[config.mk]
export PLATFORM = sky130hd
export DESIGN_NAME = console_mouse_serial_responder
export DESIGN_NICKNAME = d
export VERILOG_FILES = /design/src/sv/cmsr_pkg.sv /design/src/sv/cmsr_motion.sv /design/src/sv/console_mouse_serial_responder.sv
export VERILOG_INCLUDE_DIRS = /design/src /design/src/sv
export SDC_FILE = /design/constraint.sdc
export NUM_CORES = 1
export LEC_CHECK = 0
export BUFFER_PORTS_ARGS = -buffer_cell sky130_fd_sc_hd__buf_2
export CORE_ASPECT_RATIO = 1.4
export CORE_UTILIZATION = 53
export DETAILED_ROUTE_END_ITERATION = 6
export HOLD_SLACK_MARGIN = 0.12
export PLACE_DENSITY = 0.75
export SETUP_SLACK_MARGIN = 0.1
export SYNTH_ARGS = -nofsm -noshare
export SYNTH_HDL_FRONTEND = slang
export SYNTH_SLANG_ARGS = --single-unit
[constraint.sdc]
create_clock -name clock -period 3.3 [get_ports clock]
set_clock_uncertainty 0.05 [all_clocks]
set_input_delay 0.165 -clock clock [delete_from_list [all_inputs] [get_ports clock]]
set_output_delay 0.165 -clock clock [all_outputs]
set_load 0.1 [all_outputs]
[src/sv/console_mouse_serial_responder_assert.svh]
// assertion macros shared by the responder rtl
`ifndef CONSOLE_MOUSE_SERIAL_RESPONDER_ASSERT_SVH
`define CONSOLE_MOUSE_SERIAL_RESPONDER_ASSERT_SVH

// condition in this cycle implies consequence in the same cycle
`define CMSR_ASSERT_SAME(label, clk, rst, ante, cons, msg) \
   label: assert property (@(posedge clk) disable iff (rst) (ante) |-> (cons)) \
      else $error(msg);

// condition in this cycle implies consequence in the next cycle
`define CMSR_ASSERT_NEXT(label, clk, rst, ante, cons, msg) \
   label: assert property (@(posedge clk) disable iff (rst) (ante) |=> (cons)) \
      else $error(msg);

`endif

[src/sv/cmsr_pkg.sv]
package cmsr_pkg;

   localparam logic [1:0] OP_REPORT = 2'd0;
   localparam logic [1:0] OP_CMD    = 2'd1;
   localparam logic [1:0] OP_ATTN   = 2'd2;

   localparam logic [7:0] BYTE_ADDR     = 8'h01;
   localparam logic [7:0] BYTE_READ     = 8'h42;
   localparam logic [7:0] BYTE_ID       = 8'h12;
   localparam logic [7:0] BYTE_READY    = 8'h5A;
   localparam logic [7:0] BYTE_RELEASED = 8'hFF;

   typedef struct packed {
      logic [1:0]        op;
      logic [1:0]        report_buttons;
      logic signed [7:0] report_dx;
      logic signed [7:0] report_dy;
      logic [7:0]        cmd_byte;
   } req_type;

   typedef struct packed {
      logic       ack;
      logic [7:0] tx_byte;
      logic       led;
      logic       frame_done;
   } rsp_type;

   typedef struct packed {
      logic report_en;
      logic latch_en;
   } motion_ctl_type;

   typedef struct packed {
      logic       live_left;
      logic       live_right;
      logic       held_left;
      logic [7:0] held_x;
      logic [7:0] held_y;
   } motion_status_type;

   // signed 8-bit add clamped to -128..127
   function automatic logic [7:0] sat_add8(input logic [7:0] a, input logic [7:0] b);
      logic signed [8:0] sum;
      logic [7:0]        res;
      sum = $signed({a[7], a}) + $signed({b[7], b});
      if (sum > 9'sd127) begin
         res = 8'h7F;
      end else if (sum < -9'sd128) begin
         res = 8'h80;
      end else begin
         res = sum[7:0];
      end
      return res;
   endfunction

endpackage

[src/sv/cmsr_motion.sv]
module cmsr_motion
   import cmsr_pkg::*;
(
   input  logic              clock,
   input  logic              reset,
   input  motion_ctl_type    ctl,
   input  logic [1:0]        report_buttons,
   input  logic signed [7:0] report_dx,
   input  logic signed [7:0] report_dy,
   output motion_status_type status
);

   logic [7:0] acc_x_ff, acc_x_in;
   logic [7:0] acc_y_ff, acc_y_in;
   logic       live_left_ff, live_left_in;
   logic       live_right_ff, live_right_in;
   logic       held_left_ff, held_left_in;
   logic       held_right_ff, held_right_in;
   logic [7:0] held_x_ff, held_x_in;
   logic [7:0] held_y_ff, held_y_in;

   always_comb begin
      acc_x_in      = acc_x_ff;
      acc_y_in      = acc_y_ff;
      live_left_in  = live_left_ff;
      live_right_in = live_right_ff;
      held_left_in  = held_left_ff;
      held_right_in = held_right_ff;
      held_x_in     = held_x_ff;
      held_y_in     = held_y_ff;
      if (ctl.report_en) begin
         acc_x_in      = sat_add8(acc_x_ff, report_dx);
         acc_y_in      = sat_add8(acc_y_ff, report_dy);
         live_left_in  = report_buttons[0];
         live_right_in = report_buttons[1];
      end else if (ctl.latch_en) begin
         // snapshot for the frame, then start collecting afresh
         held_x_in     = acc_x_ff;
         held_y_in     = acc_y_ff;
         held_left_in  = live_left_ff;
         held_right_in = live_right_ff;
         acc_x_in      = 8'h00;
         acc_y_in      = 8'h00;
      end
   end

   always_ff @(posedge clock) begin
      if (reset) begin
         acc_x_ff      <= 8'h00;
         acc_y_ff      <= 8'h00;
         live_left_ff  <= 1'b0;
         live_right_ff <= 1'b0;
         held_left_ff  <= 1'b0;
         held_right_ff <= 1'b0;
         held_x_ff     <= 8'h00;
         held_y_ff     <= 8'h00;
      end else begin
         acc_x_ff      <= acc_x_in;
         acc_y_ff      <= acc_y_in;
         live_left_ff  <= live_left_in;
         live_right_ff <= live_right_in;
         held_left_ff  <= held_left_in;
         held_right_ff <= held_right_in;
         held_x_ff     <= held_x_in;
         held_y_ff     <= held_y_in;
      end
   end

   assign status.live_left  = live_left_ff;
   assign status.live_right = live_right_ff;
   assign status.held_left  = held_left_ff;
   assign status.held_x     = held_x_ff;
   assign status.held_y     = held_y_ff;

endmodule

[src/sv/console_mouse_serial_responder.sv]
// Device side of a console mouse link, one event per item: mouse reports fold
// into saturating 8-bit motion accumulators, command bytes step the seven-byte
// read frame (address, read, then id, 0x5A, 0xFF, inverted buttons, dx, dy),
// and attention release restarts it. Every item gives exactly one result with
// the ack flag, the byte to drive next, the LED level and a frame-done flag.
// Item handling is registered: the frame state and motion registers are
// updated at acceptance and the result lands in an output register. req_ready
// is high whenever that register is empty or being taken in the same cycle,
// so a new item enters every cycle as long as results are drained.
`include "console_mouse_serial_responder_assert.svh"

module console_mouse_serial_responder
   import cmsr_pkg::*;
(
   input  logic    clock,
   input  logic    reset,
   input  logic    req_valid,
   output logic    req_ready,
   input  req_type req_data,
   output logic    rsp_valid,
   input  logic    rsp_ready,
   output rsp_type rsp_data
);

   typedef enum logic [2:0] {
      PH_ADDR  = 3'd0,
      PH_CMD   = 3'd1,
      PH_ID    = 3'd2,
      PH_LATCH = 3'd3,
      PH_X     = 3'd4,
      PH_Y     = 3'd5,
      PH_LAST  = 3'd6,
      PH_IDLE  = 3'd7
   } phase_type;

   phase_type         phase_ff, phase_in;
   logic [7:0]        next_tx_ff, next_tx_in;
   logic              led_pending_ff, led_pending_in;
   logic              led_level_ff, led_level_in;
   logic              rsp_valid_ff, rsp_valid_in;
   rsp_type           rsp_ff, rsp_in;
   logic              req_accept;
   logic              ack;
   logic              done;
   motion_ctl_type    motion_ctl;
   motion_status_type motion_status;

   assign req_ready  = !rsp_valid_ff || rsp_ready;
   assign req_accept = req_valid && req_ready;

   cmsr_motion u_motion (
      .clock          (clock),
      .reset          (reset),
      .ctl            (motion_ctl),
      .report_buttons (req_data.report_buttons),
      .report_dx      (req_data.report_dx),
      .report_dy      (req_data.report_dy),
      .status         (motion_status)
   );

   always_comb begin
      phase_in       = phase_ff;
      next_tx_in     = next_tx_ff;
      led_pending_in = led_pending_ff;
      led_level_in   = led_level_ff;
      ack            = 1'b0;
      done           = 1'b0;
      motion_ctl     = '0;
      if (req_accept) begin
         case (req_data.op)
            OP_REPORT: begin
               motion_ctl.report_en = 1'b1;
            end
            OP_ATTN: begin
               if (led_pending_ff) begin
                  led_level_in   = motion_status.held_left;
                  led_pending_in = 1'b0;
               end
               phase_in   = PH_ADDR;
               next_tx_in = BYTE_RELEASED;
            end
            OP_CMD: begin
               case (phase_ff)
                  PH_ADDR: begin
                     if (req_data.cmd_byte == BYTE_ADDR) begin
                        ack        = 1'b1;
                        phase_in   = PH_CMD;
                        next_tx_in = BYTE_ID;
                     end else begin
                        phase_in   = PH_IDLE;
                        next_tx_in = BYTE_RELEASED;
                     end
                  end
                  PH_CMD: begin
                     if (req_data.cmd_byte == BYTE_READ) begin
                        ack        = 1'b1;
                        phase_in   = PH_ID;
                        next_tx_in = BYTE_READY;
                     end else begin
                        phase_in   = PH_IDLE;
                        next_tx_in = BYTE_RELEASED;
                     end
                  end
                  PH_ID: begin
                     ack        = 1'b1;
                     phase_in   = PH_LATCH;
                     next_tx_in = BYTE_RELEASED;
                  end
                  PH_LATCH: begin
                     // button byte is active low: left on bit 3, right on bit 2
                     motion_ctl.latch_en = 1'b1;
                     ack        = 1'b1;
                     phase_in   = PH_X;
                     next_tx_in = ~{4'b0000, motion_status.live_left,
                                    motion_status.live_right, 2'b11};
                  end
                  PH_X: begin
                     ack        = 1'b1;
                     phase_in   = PH_Y;
                     next_tx_in = motion_status.held_x;
                  end
                  PH_Y: begin
                     ack        = 1'b1;
                     phase_in   = PH_LAST;
                     next_tx_in = motion_status.held_y;
                  end
                  PH_LAST: begin
                     done           = 1'b1;
                     led_pending_in = 1'b1;
                     phase_in       = PH_IDLE;
                     next_tx_in     = BYTE_RELEASED;
                  end
                  default: begin
                  end
               endcase
            end
            default: begin
            end
         endcase
      end
   end

   always_comb begin
      rsp_in.ack        = ack;
      rsp_in.tx_byte    = next_tx_in;
      rsp_in.led        = led_level_in;
      rsp_in.frame_done = done;
      rsp_valid_in      = req_accept || (rsp_valid_ff && !rsp_ready);
   end

   always_ff @(posedge clock) begin
      if (reset) begin
         phase_ff       <= PH_IDLE;
         next_tx_ff     <= BYTE_RELEASED;
         led_pending_ff <= 1'b0;
         led_level_ff   <= 1'b0;
         rsp_valid_ff   <= 1'b0;
      end else begin
         phase_ff       <= phase_in;
         next_tx_ff     <= next_tx_in;
         led_pending_ff <= led_pending_in;
         led_level_ff   <= led_level_in;
         rsp_valid_ff   <= rsp_valid_in;
      end
      if (req_accept) begin
         rsp_ff <= rsp_in;
      end
   end

   assign rsp_valid = rsp_valid_ff;
   assign rsp_data  = rsp_ff;

   `CMSR_ASSERT_SAME(a_ack_not_done, clock, reset, rsp_valid_ff, !(rsp_ff.ack && rsp_ff.frame_done), "ack and frame_done together")
   `CMSR_ASSERT_SAME(a_done_released, clock, reset, rsp_valid_ff && rsp_ff.frame_done, rsp_ff.tx_byte == BYTE_RELEASED, "data line not released after last byte")
   `CMSR_ASSERT_SAME(a_idle_released, clock, reset, phase_ff == PH_IDLE, next_tx_ff == BYTE_RELEASED, "waiting for attention with data line driven")
   `CMSR_ASSERT_SAME(a_stall_blocks, clock, reset, rsp_valid_ff && !rsp_ready, !req_ready, "item taken while result register is held")
   `CMSR_ASSERT_NEXT(a_done_pending, clock, reset, req_accept && done, led_pending_ff, "completed frame did not arm the led update")

endmodule

# After elaboration in Yosys (flattened, before gate mapping)
# Index checks and enable logic that the tools add are counted.
# classes
addsub	2
order_cmp	4
eq_ne	12
muxes	29
n_bitwise	2
reduce_logical	15
# ops
operator	count
$mux W8	10
$pmux W8 S6	1
$pmux W3 S7	1
$add A8 B8 Y9	2
$gt A9 B8 Y1 const B	2
$lt A9 B8 Y1 const B	2
$pmux W8 S2	1
$mux W1	10
$eq A3 B3 Y1 const B	3
$eq A8 B1 Y1 const B	1
$eq A8 B7 Y1 const B	1
$ne A8 B2 Y1 const B	1
$not A4 Y8	1
$eq A3 B2 Y1 const B	2
$mux W3	2
$pmux W3 S2	1
$reduce_and A3 Y1	2
$reduce_bool A2 Y1	2
$reduce_or A4 Y1	1
$eq A3 B1 Y1 const B	1
$logic_not A3 Y1	1
$pmux W1 S3	1
$eq A2 B1 Y1 const B	1
$eq A2 B2 Y1 const B	1
10 further kinds	13
# word_totals
reg_bits	60
inputBits	32
output_inout_bits	13
wordCells	80

# Longest topological paths before layout
# Gate-level depths: netlist of the first run.
# logic_depth
ltp_word	6
mapped_depth	9
ltp_nobuf	8

# Hierarchy
# A second synthesis of the first run with hierarchy kept.
# unflattened
hier_cells	401
area_unflattened_um2	3558.4
# by_module_without_submodules
module	n_inst	cells_each	area_per_inst_um2	seq_area_each_um2
cmsr_motion	1	251	2075.7	700.7
console_mouse_serial_responder	1	150	1482.7	610.6

# Least setup slack after synthesis of the first run
# Ideal clock, no wire load.
# synth_path
path_type	register -> register
from	register rsp_valid_ff, in the netlist rsp_valid
to	register u_motion.held_y_ff[0]
setup_ns	0.128
arrival_ns	3.154
t_required_ns	3.122
path_slack_ns	-0.031
path_stages_with_launch	9
path_buffers	3
period_less_slack_ns	3.331
cell_sequence	dfxtp_1 -> nand2b_1 -> and2_2 -> buf_4 -> and3b_1 -> buf_4 -> buf_6 -> mux2i_1 -> nor2_1
# synth_between
elab_chain_len	6
# synth_rtl
element	line	rtl
start, declared	console_mouse_serial_responder.sv:40	logic rsp_valid_ff, rsp_valid_in;
start signal, assigned	console_mouse_serial_responder.sv:163	rsp_valid_ff <= rsp_valid_in;
$logic_not A1 Y1 (*)	console_mouse_serial_responder.sv:48	assign req_ready = !rsp_valid_ff || rsp_ready;
$logic_or A1 B1 Y1 (*)	console_mouse_serial_responder.sv:48	
named net req_ready	console_mouse_serial_responder.sv:18	output logic req_ready,
$logic_and A1 B1 Y1 (*)	console_mouse_serial_responder.sv:49	assign req_accept = req_valid && req_ready;
named net req_accept	console_mouse_serial_responder.sv:42	logic req_accept;
$mux W2 (*)	console_mouse_serial_responder.sv:69	if (req_accept) begin
$not A1 Y1 (no line)	--	
$reduce_and A2 Y1 (no line) (*)	--	
end signal, assigned	cmsr_motion.sv:65	held_y_ff <= held_y_in;
end, declared	cmsr_motion.sv:20	logic [7:0] held_y_ff, held_y_in;
# The timed path passes the listed nets; every way through them passes the cells marked *.
# A chain may end at the register's enable or synchronous reset.

# Final worst setup path of the first run
# layout_path
from	register u_motion.acc_x_ff[0]
to	register u_motion.acc_x_ff[4]
# layout_between
elab_chain_len	5
word_cells_on_any_way	6
cone_classes	add/sub: 1; order compare: 2; mux: 3
# layout_rtl
element	line	rtl
start, declared	cmsr_motion.sv:13	logic [7:0] acc_x_ff, acc_x_in;
start signal, assigned	cmsr_motion.sv:58	acc_x_ff <= acc_x_in;
$add A8 B8 Y9 (*)	cmsr_pkg.sv:45	sum = $signed({a[7], a}) + $signed({b[7], b});
$lt A9 B8 Y1	cmsr_pkg.sv:48	end else if (sum < -9'sd128) begin
$mux W8	cmsr_pkg.sv:48	
$mux W8 (*)	cmsr_pkg.sv:46	if (sum > 9'sd127) begin
$mux W8 (*)	cmsr_motion.sv:31	if (ctl.report_en) begin
# Every way passes the cells marked *; elsewhere a longest branch is shown, timed or not.

==> impl_metrics.csv, run 1 <==
group,metric,value,unit
detailed_routing,wl,6.77,mm
hold_path,min_path_type,"primary input to flop",
synthesis,synth.yosys.seq_area_share,0.397,
grt,grt_max_degree,39,
floorplanning,fp.dieArea,6550,um^2
final_layout,nNetsFinal,447,
worst_setup_path,crit_slowest_cell,"fa_1",
run,drv_cap,0,
timing,tightest_slew,727,ps
worst_setup_path,start_kind,"flop",
cts,cts_buffers,9,
placed_design,place_congestion,0.841,
grt,grt_pass1_wl,11.5,mm
timing,grt_setup_unrepaired,"false",
cts,cts_sinks,60,
worst_setup_path,cp-end-kind,"flop",
synthesis,ys_ff_latch,60,
pwr,power_leakage,1.49,nW
detailed_routing,drt_pre_antenna_iters,4,
floorplanning,die_x,68.7,um
timing,fin_crit,2510,ps
pwr,power.density,469,nW/um^2
final_layout,multi_input_area,1880,um^2
synthesis,synthTopCellsByCount,"dfxtp_1, a21oi_1, nand2_1",
worst_setup_path,r2r_setup_slack,790,ps
floorplanning,ioPinCount,45,
final_layout,regArea,1310,um^2
cts,clk_latency,330,ps
synthesis,synthAdderAreaFrac,0.0842,
synthesis,synth_warnings,0,
cts,root_buffer,"clkbuf_8",
synthesis,synth-async-reset-ratio,0,
synthesis,synth_mux_area_frac,0.0644,
timing,hold_viol,0,
pwr,vdd_ir_drop_max,0.000265,V
worst_setup_path,r2r_cells,8,
synthesis,synth_compound_area_frac,0.223,
synthesis,yosys.area_share.simple,0.172,
floorplanning,core,5950,um^2
floorplanning,fp.dieH,95.4,um
synthesis,ys.flop_type,"dfxtp_1",
hold_path,hold_end,"u_motion.acc_y_ff[0]",
synthesis,synth.net_count,404,
worst_setup_path,arrival,2650,ps
final_layout,diodes,0,
placed_design,port_buffers,44,
synthesis,synth_top_family_by_area,"compound AO/OA/AOI/OAI gates",
worst_setup_path,r2r_end,"u_motion.acc_x_ff[4]",
timing,slew_headroom,0.515,
cts,tritoncts,"done",
grt,grt_overflow_total,0,
worst_setup_path,worstSetupPathType,"flop to flop",
floorplanning,start_util,0.555,
timing,fmax,398,MHz
synthesis,yosys-top-cells-area,"dfxtp_1, edfxtp_1, ha_1",
floorplanning,rows,33,
detailed_routing,antenna_left,0,
final_layout,syn2layout_area_growth,13.2,%
synthesis,syn-cell-area,3300,um^2
hold_path,hold_depth,3,
synthesis,synth_xor_area_frac,0.0265,
pwr,power.total,1.75,mW
grt,first_global_vias,2573,
timing,drv_slew,0,
detailed_routing,routed_via_density,5.83,
worst_setup_path,slowest_delay,430,ps
final_layout,drive_gt1_frac,0.201,
synthesis,avgSynthCellArea,9.40,um^2
final_layout,fillers,524,
grt,grt_antenna_before_repair,0,
worst_setup_path,reg2reg_from,"u_motion.acc_x_ff[0]",
synthesis,synth_top_area_share,0.297,
detailed_routing,drt_iter0_drc,253,
status,outcome,"completed",
synthesis,synth.distinct_cells,60,
placed_design,dp_hpwl,5.02,mm
synthesis,synth_edf_count,11,
cts,cts_setup_buffers,0,
detailed_routing,post_drt_wl_per_cell,14.4,um
cts,cts_buffer_depth,2,
detailed_routing,drc_errors,0,
worst_setup_path,crit_chain,"ha_1 -> fa_1 -> a211oi_1 -> o21bai_1 -> a221oi_4 -> nand3_2 -> a221oi_1 -> nor3_1",
timing,setup-violations-final,0,
synthesis,synth.most_common_cell,"dfxtp_1",
worst_setup_path,crit_path_max_fanout,7,
cts,cts_max_level,3,
synthesis,yosysTopAreaCell,"dfxtp_1",
timing,period_share,0.761,
detailed_routing,vias,2736,
hold_path,worstHoldStart,"req_data[8]",
timing,fin_setup_tns,0,ps
worst_setup_path,critPathRequiredTime,3440,ps
cts,clk_pin_slew_worst_paths,70,ps
synthesis,synth_cells,351,
grt,grt_usage,0.236,
through the flow:
step,area [um^2],hold slack [ps],util,setup WS [ps],instances
floorplan,3300,244,-,332,351
global placement,3530,363,0.593,924,449
detailed placement,3530,372,0.593,826,449
CTS,3740,126,0.628,806,469
global route,3740,158,0.628,576,469
finish,3740,140,0.628,788,469
cell families after synthesis:
family	count (synthesis)
mux	21
fa+ha+maj	21
xor+xnor	10
simple gates	114
flops	60
buf+inv	22
compound gates	103
how the worst max path moves through the flow:
stage	slack (ps)	start	cells past startpoint	endpoint
floorplan	330	rsp_valid	8	u_motion.held_y_ff[0]
global placement	920	u_motion.acc_y_ff[0]	8	u_motion.acc_y_ff[1]
detailed placement	830	u_motion.acc_x_ff[0]	8	u_motion.acc_x_ff[4]
CTS	810	u_motion.acc_x_ff[0]	8	u_motion.acc_x_ff[4]
global route	580	u_motion.acc_x_ff[0]	8	u_motion.acc_x_ff[4]
finish	790	u_motion.acc_x_ff[0]	8	u_motion.acc_x_ff[4]
layout make-up:
| type | instances | share of cell area |
|---|---|---|
| clock buffer | 9 | 0.0332 |
| tap | 70 | 0.0234 |
| timing repair buffer | 49 | 0.0717 |
| multi-input combinational | 269 | 0.504 |
| sequential | 60 | 0.351 |
| inverter | 5 | 0.00502 |
| clock inverter | 7 | 0.0117 |
layer usage:
metal | up-vias | part of all wire | global-route usage
li1 | 1392 | - | -
met1 | 1250 | 0.44 | 0.292
met2 | 81 | 0.50 | 0.390
met3 | 13 | 0.045 | 0.0526
met4 | 0 | 0.020 | 0.0901
met5 | - | 0 | 0
repair_timing:
action	4_1_cts	5_1_grt
endpoints found under the hold margin	3	0
gates resized for setup	0	0
hold buffers	4	0
cells in the final DEF (no fill, tap or decap), types with 6 or more instances in the layout:
| cell | count |
|---|---|
| nor3_1 | 10 |
| ha_1 | 19 |
| clkbuf_8 | 9 |
| buf_2 | 44 |
| nand2_1 | 34 |
| nand3_1 | 8 |
| a221oi_1 | 9 |
| dfxtp_1 | 49 |
| a221o_1 | 7 |
| o21ai_0 | 7 |
| nor2b_1 | 9 |
| a21oi_1 | 39 |
| nor2_1 | 33 |
| mux2i_1 | 19 |
| o22ai_1 | 6 |
| edfxtp_1 | 11 |
| xnor2_1 | 6 |
sequential cells by signal (all words and copies together) (netlist names):
name / count
next_tx_ff: 8
u_motion.acc_y_ff: 8
phase_ff: 3
led_level_ff: 1
u_motion.live_left_ff: 1
u_motion.acc_x_ff: 8
led_pending_ff: 1
u_motion.held_left_ff: 1
u_motion.held_x_ff: 8
u_motion.live_right_ff: 1
rsp_valid: 1
u_motion.held_y_ff: 8
rsp_data: 11
worst max-delay path: cells and delay by family, from the launching register on:
kind,cells,cell delay (ps)
compound gates,4,1020
fa+ha+maj,2,660
flops,1,340
simple gates,2,290
power breakdown:
group / switching (mW) / internal, mW / total, mW
clock network: 0.290 / 0.267 / 0.557
registers: 0.0348 / 0.786 / 0.820
logic: 0.248 / 0.126 / 0.374
total: 0.573 / 1.18 / 1.75
Power figures use the tool's default switching activity.
==> run 2: changes to the inputs <==
--- a/config.mk
+++ b/config.mk
@@ -8,10 +8,10 @@
 export LEC_CHECK = 0
 export BUFFER_PORTS_ARGS = -buffer_cell sky130_fd_sc_hd__buf_2
 export CORE_ASPECT_RATIO = 1.4
-export CORE_UTILIZATION = 53
+export CORE_UTILIZATION = 52
 export DETAILED_ROUTE_END_ITERATION = 6
 export HOLD_SLACK_MARGIN = 0.12
-export PLACE_DENSITY = 0.75
+export PLACE_DENSITY = 0.77
 export SETUP_SLACK_MARGIN = 0.1
 export SYNTH_ARGS = -nofsm -noshare
 export SYNTH_HDL_FRONTEND = slang
==> constraint.sdc (replaced) <==
create_clock -name clock -period 2.2 [get_ports clock]
set_clock_uncertainty 0.05 [all_clocks]
set_input_delay 0.11 -clock clock [delete_from_list [all_inputs] [get_ports clock]]
set_output_delay 0.11 -clock clock [all_outputs]
set_load 0.1 [all_outputs]
==> impl_metrics.csv, run 2 (synthesized netlist as in run 1, its figures left out) <==
group,metric,value,unit
placed_design,pre_cts_ws,-10.4,ps
pwr,p_seq_frac,0.450,
final_layout,largest_reg_flops,11,
pwr,power_leakage,1.66,nW
grt,grt_usage,0.232,
detailed_routing,post_drt_wl_per_cell,14.4,um
timing,drv_slew,0,
timing,fin_crit,2190,ps
pwr,comb_power_share,0.245,
grt,grt_pass1_wl,12.2,mm
worst_setup_path,crit_path_max_fanout,7,
timing,grt_setup_unrepaired,"true",
floorplanning,core,6170,um^2
timing,setup-violations-final,0,
placed_design,dp.cells,475,
worst_setup_path,worstSetupPathType,"flop to flop",
worst_setup_path,cp-end-kind,"flop",
grt,grt_overflow_total,0,
pwr,vdd_ir_drop_max,0.000307,V
grt,grt_antenna_before_repair,0,
cts,cts_sinks,60,
timing,tightest_slew,702,ps
worst_setup_path,critPathRequiredTime,2370,ps
floorplanning,start_util,0.535,
timing,hold_viol,0,
timing,fin_setup_tns,0,ps
floorplanning,fp.dieArea,6670,um^2
pwr,p_int,1.85,mW
cts,cts_max_level,3,
worst_setup_path,arrival,2360,ps
final_layout,layout.cells.most_common_list,"dfxtp_1, buf_2, a21oi_1",
timing,layout_setup_ws,13.4,ps
worst_setup_path,critPathBufInv,1,
placed_design,place_congestion,0.853,
detailed_routing,vias,2838,
cts,clk_latency,340,ps
floorplanning,fp.dieH,96.3,um
pwr,power.density,664,nW/um^2
detailed_routing,drt_pre_antenna_iters,4,
grt,grt_max_degree,22,
cts,cts_buffer_depth,2,
hold_path,min_path_type,"primary input to flop",
worst_setup_path,crit_chain,"ha_4 -> fa_2 -> a211oi_2 -> o21bai_1 -> a21o_1 -> a21oi_4 -> nor4_2 -> buf_4 -> a221o_1",
cts,root_buffer,"clkbuf_8",
timing,slew_headroom,0.530,
final_layout,diodes,0,
final_layout,syn2layout_area_growth,23.7,%
placed_design,dp_hpwl,5.45,mm
worst_setup_path,crit_family,"compound AO/OA/AOI/OAI gates",
placed_design,port_buffers,44,
grt,first_global_vias,2723,
final_layout,fin_cells,500,
final_layout,drive_gt1_frac,0.285,
detailed_routing,drt_iter0_drc,163,
cts,cts_buffers,9,
cts,clk_pin_slew_worst_paths,60,ps
detailed_routing,wl,7.21,mm
detailed_routing,antenna_left,0,
floorplanning,rows,34,
final_layout,fin_util,0.662,
worst_setup_path,start_kind,"flop",
pwr,p_switching,0.859,mW
timing,period_share,0.994,
worst_setup_path,crit_slowest_cell,"fa_2",
worst_setup_path,slowest_delay,350,ps
run,drv_cap,0,
floorplanning,die_x,69.3,um
timing,fmax,457,MHz
cts,tritoncts,"done",
detailed_routing,drc_errors,0,
detailed_routing,routed_via_density,5.68,
pwr,sw_frac_of_total,0.317,
final_layout,nNetsFinal,476,
placed_design,place_area,3820,um^2
final_layout,final_common_cell,"dfxtp_1",
pwr,power.total,2.71,mW
pwr,pwr-share-clk,0.305,
floorplanning,ioPinCount,45,
timing,hold_ws,141,ps
final_layout,final_area,4080,um^2
status,outcome,"completed",
## run 2: worst paths after layout
kind | from | end | slack (ps) | cells after the start
worst max register to register | u_motion.acc_y_ff[0] | u_motion.acc_y_ff[5] | 10 | 9
worst min-delay path | reset | u_motion.held_left_ff | 140 | 2
worst max-delay path | u_motion.acc_y_ff[0] | u_motion.acc_y_ff[5] | 10 | 9
worst min register to register | next_tx_ff[3] | next_tx_ff[3] | 410 | 2
## run 2: power by group through the flow
stage,sequential [mW],combinational (mW),clock (mW)
final,1.22,0.664,0.827
after global routing,1.23,0.721,0.907
after CTS,1.22,0.660,0.849
after detailed placement,1.24,0.644,0
after global placement,1.24,0.633,0
after floorplan,1.36,0.372,0
## run 2: timing repair
| action | 4_1_cts | 5_1_grt |
|---|---|---|
| setup endpoints to repair | 14 | 14 |
| setup buffers | 3 | 0 |
| hold buffers | 6 | 0 |
| pin swaps | 4 | 3 |
| hold endpoints to repair | 5 | 0 |
| gates resized for setup | 2 | 1 |
## run 2: area by class of cell
class	count	area (um^2)
clock buffers	10	138
clock inverters	6	30.0
fillers	509	2090
inverters	5	18.8
multi-input cells	269	1980
flip-flops and latches	60	1320
well taps	72	90.1
repair buffers	78	503
## run 2: per-layer routing
layer / vias to the layer above / part of all wire / wire [um] / track usage
met5: - / 0 / 0 / 0
met4: 0 / 0.024 / 176 / 0.139
met3: 11 / 0.037 / 265 / 0.0398
met2: 75 / 0.51 / 3680 / 0.418
met1: 1306 / 0.43 / 3090 / 0.256
li1: 1446 / - / - / -
## run 2: worst reg2reg max path: cells and delay by family, from the launching register on
kind	cells	cell delay (ps)
AOI/OAI and AO/OA	5	940
adders and majority gates	2	510
buffers and inverters	1	170
DFF	1	330
and+or+nand+nor	1	70
